**config.mk**
```make
export PLATFORM = sky130hd
export DESIGN_NAME = control_char_escape_codec_flat
export DESIGN_NICKNAME = d
export VERILOG_FILES = /design/src/design/cce_pkg.sv /design/src/design/cce_if.sv /design/src/design/cce_step.sv /design/src/design/control_char_escape_codec.sv /design/src/flat_wrapper.sv
export SDC_FILE = /design/constraint.sdc
export NUM_CORES = 1
export LEC_CHECK = 0
export BUFFER_PORTS_ARGS = -buffer_cell sky130_fd_sc_hd__buf_2
export CORE_UTILIZATION = 60
export DETAILED_ROUTE_END_ITERATION = 12
export GPL_ROUTABILITY_DRIVEN = 0
export PLACE_DENSITY = 0.9
export SYNTH_ARGS = -nofsm -noshare
export SYNTH_HDL_FRONTEND = slang
export SYNTH_SLANG_ARGS = --single-unit
```
**constraint.sdc**
```tcl
create_clock -name clk -period 7.19 [get_ports clk]
set_clock_uncertainty 0.15 [all_clocks]
set_input_delay 2.157 -clock clk [delete_from_list [all_inputs] [get_ports clk]]
set_output_delay 2.157 -clock clk [all_outputs]
set_load 0.1 [all_outputs]
```
**src/design/cce_pkg.sv**
```systemverilog
// Shared types and constants of the control character escape codec.
// No dependencies; every other design file but cce_if.sv imports this package.
package cce_pkg;

	// Character codes
	localparam logic [7:0] ESC_CHAR   = 8'h25;	// '%'
	localparam logic [7:0] ESC_OFFSET = 8'h40;	// '@'
	localparam logic [7:0] CTRL_LIMIT = 8'h20;	// ' '
	localparam logic [7:0] DEC_LOW    = 8'h41;
	localparam logic [7:0] DEC_HIGH   = 8'h5F;	// '_'

	// Closing status codes
	localparam logic [1:0] ST_BUSY = 2'd0;
	localparam logic [1:0] ST_OK   = 2'd1;
	localparam logic [1:0] ST_ERR  = 2'd2;

	// Configuration register indexes
	typedef logic [0:0] cfg_idx_t;
	localparam cfg_idx_t REG_MODE  = 1'd0;
	localparam cfg_idx_t REG_EXTRA = 1'd1;

	// Codec modes
	localparam logic MODE_ENC = 1'b0;
	localparam logic MODE_DEC = 1'b1;

	// Results of one item, apart from the error position
	typedef struct packed {
		logic [1:0] nbytes;	// produced bytes, 0..2
		logic [7:0] b0;
		logic [7:0] b1;
		logic       close;	// closing beat follows the bytes
		logic [1:0] close_status;
	} byte_res_t;

endpackage

```
**src/design/cce_if.sv**
```systemverilog
// Stream channels of the control character escape codec.
// Input items and result items, each with valid/ready handshake.
interface cce_in_if;
	logic       valid;
	logic       ready;
	logic [7:0] data_byte;
	logic       byte_present;
	logic       end_of_string;

	modport source (output valid, data_byte, byte_present, end_of_string, input ready);
	modport sink (input valid, data_byte, byte_present, end_of_string, output ready);
endinterface

interface cce_out_if #(parameter int PW = 16);
	logic          valid;
	logic          ready;
	logic [7:0]    out_byte;
	logic          out_valid;
	logic [1:0]    status;
	logic [PW-1:0] error_position;
	logic          last;

	modport source (output valid, out_byte, out_valid, status, error_position, last,
		input ready);
	modport sink (input valid, out_byte, out_valid, status, error_position, last,
		output ready);
endinterface

```
**src/design/cce_step.sv**
```systemverilog
// Per-item escape/unescape logic and next string state, purely combinational.
// Depends on cce_pkg.
module cce_step #(
	parameter int PW = 16
) (
	input  logic                mode,
	input  logic [7:0]          extra,
	input  logic [7:0]          data_byte,
	input  logic                byte_present,
	input  logic                end_of_string,
	input  logic                pend,
	input  logic                err,
	input  logic [PW-1:0]       pos,
	input  logic [PW-1:0]       saved,
	output logic                pend_n,
	output logic                err_n,
	output logic [PW-1:0]       pos_n,
	output logic [PW-1:0]       saved_n,
	output cce_pkg::byte_res_t  res,
	output logic [PW-1:0]       close_epos
);
	import cce_pkg::*;

	logic          take;
	logic [PW-1:0] pos_a;
	logic [PW-1:0] pos_a_inc;
	logic          pend_a;
	logic          err_a;
	logic [PW-1:0] saved_a;
	logic          err_b;
	logic [PW-1:0] saved_b;
	logic          extra_on;
	logic          enc_ctrl;
	logic          dec_ok;

	assign take      = byte_present && !err;
	assign pos_a     = (take && pos != '1) ? pos + 1'b1 : pos;
	assign pos_a_inc = (pos_a != '1) ? pos_a + 1'b1 : pos_a;
	assign extra_on  = (extra != 8'd0);
	assign enc_ctrl  = (data_byte < CTRL_LIMIT) || (extra_on && data_byte == extra);
	assign dec_ok    = (data_byte inside {[DEC_LOW:DEC_HIGH]})
		|| (extra_on && data_byte == extra + ESC_OFFSET);

	// Translate the byte and flag errors
	always_comb begin
		res.nbytes = 2'd0;
		res.b0     = data_byte;
		res.b1     = ESC_CHAR;
		pend_a     = pend;
		err_a      = err;
		saved_a    = saved;
		if (take) begin
			if (mode == MODE_ENC) begin
				if (enc_ctrl) begin
					res.nbytes = 2'd2;
					res.b0     = ESC_CHAR;
					res.b1     = data_byte + ESC_OFFSET;
				end else if (data_byte == ESC_CHAR) begin
					res.nbytes = 2'd2;
					res.b0     = ESC_CHAR;
				end else begin
					res.nbytes = 2'd1;
				end
			end else if (pend) begin
				pend_a = 1'b0;
				if (dec_ok) begin
					res.nbytes = 2'd1;
					res.b0     = data_byte - ESC_OFFSET;
				end else if (data_byte == ESC_CHAR) begin
					res.nbytes = 2'd1;
				end else begin
					err_a   = 1'b1;
					saved_a = pos_a;
				end
			end else if (data_byte < CTRL_LIMIT) begin
				err_a   = 1'b1;
				saved_a = pos_a;
			end else if (data_byte == ESC_CHAR) begin
				pend_a = 1'b1;
			end else begin
				res.nbytes = 2'd1;
			end
		end
	end

	// Close the string: trailing percent check, status, state clear
	always_comb begin
		err_b   = err_a;
		saved_b = saved_a;
		if (!err_a && mode == MODE_DEC && pend_a) begin
			err_b   = 1'b1;
			saved_b = pos_a_inc;
		end
	end

	assign res.close        = end_of_string;
	assign res.close_status = err_b ? ST_ERR : ST_OK;
	assign close_epos       = err_b ? saved_b : '0;

	assign pend_n  = end_of_string ? 1'b0 : pend_a;
	assign err_n   = end_of_string ? 1'b0 : err_a;
	assign pos_n   = end_of_string ? '0 : pos_a;
	assign saved_n = end_of_string ? '0 : saved_a;

endmodule

```
**src/design/control_char_escape_codec.sv**
```systemverilog
// Control character escape codec, top level.
// Depends on cce_pkg, cce_in_if, cce_out_if and cce_step.
//
//  channel   | role  | beat content
//  ----------+-------+------------------------------------------------------------
//  item_in   | sink  | data_byte, byte_present, end_of_string
//  res_out   | source| out_byte, out_valid, status, error_position, last
//  cfg_*     | write | cfg_we, cfg_index (0 codec_mode, 1 extra_escape), cfg_wdata
//
// An item is translated in the cycle it is accepted and its results (0 to 3 beats)
// are held in a small result buffer that feeds the output register one beat a cycle
// unless the output stalls. An item with at most one result is taken every cycle
// unless the output stalls; an item with more results holds the input until its last
// beat is loaded. Results pass from the result buffer to the output register.
// arst_n clears the string state, the configuration and both buffer valids.
// A stalled output holds its beat; the input is taken again once the buffer drains.
module control_char_escape_codec #(
	parameter int POSITION_WIDTH = 16
) (
	input  logic              clk,
	input  logic              arst_n,
	cce_in_if.sink            item_in,
	cce_out_if.source         res_out,
	input  logic              cfg_we,
	input  cce_pkg::cfg_idx_t cfg_index,
	input  logic [7:0]        cfg_wdata
);
	import cce_pkg::*;

	localparam int PW = POSITION_WIDTH;

	// Configuration and string state
	logic          mode_q;
	logic [7:0]    extra_q;
	logic          pend_q;
	logic          err_q;
	logic [PW-1:0] pos_q;
	logic [PW-1:0] saved_q;

	logic          pend_n;
	logic          err_n;
	logic [PW-1:0] pos_n;
	logic [PW-1:0] saved_n;
	byte_res_t     res;
	logic [PW-1:0] close_epos;

	// Result buffer
	logic [1:0]    nb_q;
	logic          close_q;
	logic [7:0]    b0_q;
	logic [7:0]    b1_q;
	logic [1:0]    cst_q;
	logic [PW-1:0] cep_q;

	// Output register
	logic          ov_q;
	logic [7:0]    ob_q;
	logic          obv_q;
	logic [1:0]    ost_q;
	logic [PW-1:0] oep_q;
	logic          olast_q;

	logic buf_empty;
	logic buf_one;
	logic load;
	logic in_fire;

	cce_step #(.PW(PW)) u_step (
		.mode          (mode_q),
		.extra         (extra_q),
		.data_byte     (item_in.data_byte),
		.byte_present  (item_in.byte_present),
		.end_of_string (item_in.end_of_string),
		.pend          (pend_q),
		.err           (err_q),
		.pos           (pos_q),
		.saved         (saved_q),
		.pend_n        (pend_n),
		.err_n         (err_n),
		.pos_n         (pos_n),
		.saved_n       (saved_n),
		.res           (res),
		.close_epos    (close_epos)
	);

	assign buf_empty    = (nb_q == 2'd0) && !close_q;
	assign buf_one      = ((nb_q == 2'd1) && !close_q) || ((nb_q == 2'd0) && close_q);
	assign load         = !buf_empty && (!ov_q || res_out.ready);
	assign item_in.ready = buf_empty || (buf_one && load);
	assign in_fire      = item_in.valid && item_in.ready;

	// Write configuration registers
	always_ff @(posedge clk or negedge arst_n) begin
		if (!arst_n) begin
			mode_q  <= MODE_ENC;
			extra_q <= 8'd0;
		end else if (cfg_we) begin
			case (cfg_index)
				REG_MODE:  mode_q  <= cfg_wdata[0];
				REG_EXTRA: extra_q <= cfg_wdata;
				default:   mode_q  <= mode_q;
			endcase
		end
	end

	// Advance string state on each accepted beat
	always_ff @(posedge clk or negedge arst_n) begin
		if (!arst_n) begin
			pend_q  <= 1'b0;
			err_q   <= 1'b0;
			pos_q   <= '0;
			saved_q <= '0;
		end else if (in_fire) begin
			pend_q  <= pend_n;
			err_q   <= err_n;
			pos_q   <= pos_n;
			saved_q <= saved_n;
		end
	end

	// Fill the result buffer, or drain its head
	always_ff @(posedge clk or negedge arst_n) begin
		if (!arst_n) begin
			nb_q    <= 2'd0;
			close_q <= 1'b0;
		end else if (in_fire) begin
			nb_q    <= res.nbytes;
			close_q <= res.close;
		end else if (load) begin
			if (nb_q != 2'd0) begin
				nb_q <= nb_q - 2'd1;
			end else begin
				close_q <= 1'b0;
			end
		end
	end

	always_ff @(posedge clk) begin
		if (in_fire) begin
			b0_q  <= res.b0;
			b1_q  <= res.b1;
			cst_q <= res.close_status;
			cep_q <= close_epos;
		end else if (load && nb_q != 2'd0) begin
			b0_q <= b1_q;
		end
	end

	// Load the output register from the buffer head
	always_ff @(posedge clk or negedge arst_n) begin
		if (!arst_n) begin
			ov_q <= 1'b0;
		end else if (load) begin
			ov_q <= 1'b1;
		end else if (res_out.ready) begin
			ov_q <= 1'b0;
		end
	end

	always_ff @(posedge clk) begin
		if (load) begin
			if (nb_q != 2'd0) begin
				ob_q    <= b0_q;
				obv_q   <= 1'b1;
				ost_q   <= ST_BUSY;
				oep_q   <= '0;
				olast_q <= 1'b0;
			end else begin
				ob_q    <= 8'd0;
				obv_q   <= 1'b0;
				ost_q   <= cst_q;
				oep_q   <= cep_q;
				olast_q <= 1'b1;
			end
		end
	end

	assign res_out.valid          = ov_q;
	assign res_out.out_byte       = ob_q;
	assign res_out.out_valid      = obv_q;
	assign res_out.status         = ost_q;
	assign res_out.error_position = oep_q;
	assign res_out.last           = olast_q;

endmodule

```
**src/flat_wrapper.sv**
```systemverilog
// flat-port wrapper written by rule: the top's interface ports become plain ports
module control_char_escape_codec_flat import cce_pkg::*;
#(
	parameter int POSITION_WIDTH = 16
)
  (clk, arst_n, cfg_we, cfg_index, cfg_wdata, item_in_valid, item_in_data_byte, item_in_byte_present, item_in_end_of_string, item_in_ready, res_out_valid, res_out_out_byte, res_out_out_valid, res_out_status, res_out_error_position, res_out_last, res_out_ready);
  cce_in_if item_in_i ();
  cce_out_if #(.PW((16))) res_out_i ();
  input  logic clk;
  input  logic arst_n;
  input  logic cfg_we;
  input  cce_pkg::cfg_idx_t cfg_index;
  input  logic [7:0] cfg_wdata;
  input wire logic [$bits(item_in_i.valid)-1:0] item_in_valid;
  input wire logic [$bits(item_in_i.data_byte)-1:0] item_in_data_byte;
  input wire logic [$bits(item_in_i.byte_present)-1:0] item_in_byte_present;
  input wire logic [$bits(item_in_i.end_of_string)-1:0] item_in_end_of_string;
  output wire logic [$bits(item_in_i.ready)-1:0] item_in_ready;
  output wire logic [$bits(res_out_i.valid)-1:0] res_out_valid;
  output wire logic [$bits(res_out_i.out_byte)-1:0] res_out_out_byte;
  output wire logic [$bits(res_out_i.out_valid)-1:0] res_out_out_valid;
  output wire logic [$bits(res_out_i.status)-1:0] res_out_status;
  output wire logic [$bits(res_out_i.error_position)-1:0] res_out_error_position;
  output wire logic [$bits(res_out_i.last)-1:0] res_out_last;
  input wire logic [$bits(res_out_i.ready)-1:0] res_out_ready;
  assign item_in_i.valid = item_in_valid;
  assign item_in_i.data_byte = item_in_data_byte;
  assign item_in_i.byte_present = item_in_byte_present;
  assign item_in_i.end_of_string = item_in_end_of_string;
  assign item_in_ready = item_in_i.ready;
  assign res_out_valid = res_out_i.valid;
  assign res_out_out_byte = res_out_i.out_byte;
  assign res_out_out_valid = res_out_i.out_valid;
  assign res_out_status = res_out_i.status;
  assign res_out_error_position = res_out_i.error_position;
  assign res_out_last = res_out_i.last;
  assign res_out_i.ready = res_out_ready;
  control_char_escape_codec #(.POSITION_WIDTH(POSITION_WIDTH)) u_core (.clk(clk), .arst_n(arst_n), .item_in(item_in_i), .res_out(res_out_i), .cfg_we(cfg_we), .cfg_index(cfg_index), .cfg_wdata(cfg_wdata));
endmodule
```
==> results.ini <==
[yosys]
seq_area_frac_synth_pct=53.1
ys.flop_type=edfxtp_1
synthXorXnorAreaFrac_pct=4.29
synth_cell_types=61
yosysWarningCount=0
syn_avg_cell_area_um2=10.8
synthArstFlopShare_pct=43.1
synth_mux_area_share_pct=1.77
synth_top_family_by_area=simple AND/OR/NAND/NOR gates
yosys.area_share.simple_pct=19.1
ys_ff_latch=109
synth-edff-count=62
synth_compound_area_share_pct=17.0
synth_fa_ha_area_share_pct=1.53
synth_area_um2=5720
synthCells=529
synthesis.nets=560

[timing]
slew_headroom_pct=21.4
setup_viol=0
worst_pin_slew_ns=1.17
max_freq_mhz=177
hold_viol=0
setup_ws_ns=1.54
rsz0062_at_grt=false
period_needed_ns=5.65
timing.setup.tns_ns=0
timing.final.crit_share_pct=78.5
whs_ns=0.344
drv_slew=0

[floorplan]
std_cell_rows=35
dieArea_um2=9920
io_pins=54
die_w_um=99.6
start_util_pct=61.9
coreArea_um2=9240
fp.dieH_um=99.6

[clock_tree]
tritoncts=built
ctsHoldBuffers=0
path_clk_slew_ns=0.10
cts_buffers=9
h-tree-depth=3
root_buffer=clkbuf_8
cts_resized=0
clockBufferDepth=2
post_cts_buffers=0
cts_sinks=109
clock_latency_ns=0.38

[finish]
final_core_util_pct=67.6
layout_commonest_cell=edfxtp_1
antenna_cells=0
drive_above_1_share_pct=18.5
area_growth_syn_to_layout_pct=9.30
final_cell_area_um2=6250
most-common-layout-cells=edfxtp_1 (62), nand2_1 (55), buf_2 (53)
nets=604

[route]
wl_per_cell_um=17.0
drt_iter0_markers=429
ant_nets=0
num_vias=4370
via_per_inst=6.18
drc=0
routed_wl_um=12000
dr.pass1.iters=5

[critical_path]
crit_arrival_ns=5.70
path_class=input port to flip-flop
crit_buf_inv=2
worstPathCellList=buf_2, nor2b_1, o41ai_2, xnor2_1, ha_1, inv_1, a311oi_2, nand3_2, nor3_4, and2_1, a21oi_1, o221ai_1
cp_top_family=simple AND/OR/NAND/NOR gates
cp_max_fo=14
required_ns=7.24
slowest_delay_ns=0.67
cpMaxStageDelayCell=nor2b_1
ff2ff_path_depth=11
cp-end-kind=flip-flop
worstSetupPathDepth=12
cp-start-kind=input port

[global_route]
overflow=0
grt_pass1_wl_um=20300
antenna_found_initial=0
grt_start_max_net_pins=48
grt_util_all_layers_pct=26.2
grt_pass1_vias=4260

[power_and_ir_drop]
powerDensity_nw_per_um2=357
leakagePower_nw=2.44
ir_drop_v=0.000223

[outcome]
status=finished, final reports clean

[min_path]
hold_depth=2
hold_class=flip-flop to flip-flop

[placed_design]
place_area_um2=6060
port-buffer-count=53
pre_cts_slack_ns=1.29
dpl.hpwl_um=8410

[job]
max-cap-violations=0

## metrics by stage
stage | cells | total power [mW]
after floorplan | 529 | 1.72
after global placement | 691 | 1.86
after detailed placement | 691 | 1.89
after CTS | 707 | 2.24
after global routing | 707 | 2.33
final | 707 | 2.23
## kinds of logic (layout without fill, tap and decap cells)
| logic type | after synthesis | in the layout |
|---|---|---|
| muxes | 9 | 9 |
| AOI/OAI and AO/OA | 140 | 140 |
| DFF | 109 | 109 |
| and+or+nand+nor | 193 | 193 |
| adders and majority gates | 7 | 7 |
| buffers and inverters | 43 | 92 |
| xor gates and xnor gates | 28 | 28 |
## worst min-delay path: stages, from the launching register on
cell,delay [ns]
dfrtp_1,0.35
nand2_1,0.05
o21ai_0,0.06
## state kept, by name, summed over array words and instances (netlist names)
signal,count
u_core.pos_q,16
u_core.mode_q,1
u_core.pend_q,1
u_core.res_out.error_position,16
u_core.res_out.out_byte,8
u_core.res_out.status,2
u_core.res_out.out_valid,1
u_core.res_out.last,1
u_core.extra_q,8
u_core.saved_q,16
u_core.cep_q,16
u_core.res_out.valid,1
u_core.err_q,1
u_core.b0_q,8
u_core.b1_q,8
u_core.cst_q,2
u_core.close_q,1
u_core.nb_q,2
## area by class of cell
cell class,instances,area [um^2]
clock buffers,11,141
multi-input cells,377,2500
flip-flops and latches,109,3040
fillers,683,2990
well taps,129,161
clock inverters,5,45.0
inverters,19,71.3
repair buffers,57,295
## layer usage
metal / vias to the layer above / routed length (um) / GRT usage (%)
li1: 2040 / - / -
met1: 2044 / 5010 / 36.4
met2: 237 / 5720 / 39.7
met3: 49 / 896 / 3.72
met4: 0 / 373 / 14.8
met5: - / 0 / 0
## cell usage after synthesis (3+ instances only)
library cell,instances,share of area (%)
a31oi_1,4,0.44
or3_1,5,0.55
and3b_1,3,0.46
and4_1,3,0.46
nor2_1,23,1.5
o21ai_0,41,3.6
xor2_1,14,2.1
o21a_1,4,0.53
nor3_1,11,0.96
a21oi_1,27,2.4
edfxtp_1,62,33
and2_1,27,3.0
a211oi_1,5,0.66
a21o_1,3,0.39
nor2b_1,12,1.3
mux2_2,9,1.8
nor4_1,7,0.77
a22oi_1,5,0.66
nand3_1,9,0.79
clkbuf_1,17,1.1
nand2_1,55,3.6
nand2b_1,11,1.2
dfrtp_1,47,21
o221ai_1,6,0.92
and3_1,5,0.55
inv_1,19,1.2
xnor2_1,14,2.1
buf_2,4,0.35
a22o_1,16,2.5
ha_1,7,1.5
o22ai_1,4,0.44
o21ai_1,5,0.44
nand4_1,6,0.66
a2111oi_2,3,0.79
## where the power goes
group	leakage, nW	switching [mW]	internal (mW)
combinational	1.13	0.789	0.167
sequential	1.22	0.0616	0.858
clock	0.0920	0.216	0.141
## worst paths after layout
check | startpoint | to | slack [ns]
max | item_in_byte_present | u_core.cep_q[1] | 1.54
min | u_core.saved_q[7] | u_core.saved_q[7] | 0.34
max reg2reg | u_core.err_q | u_core.cep_q[1] | 2.59
min reg2reg | u_core.saved_q[7] | u_core.saved_q[7] | 0.34
max in group asynchronous | arst_n | u_core.extra_q[0] | 4.39
min in group asynchronous | arst_n | u_core.saved_q[6] | 1.82
Note: power is estimated with default switching activity, not from simulation.
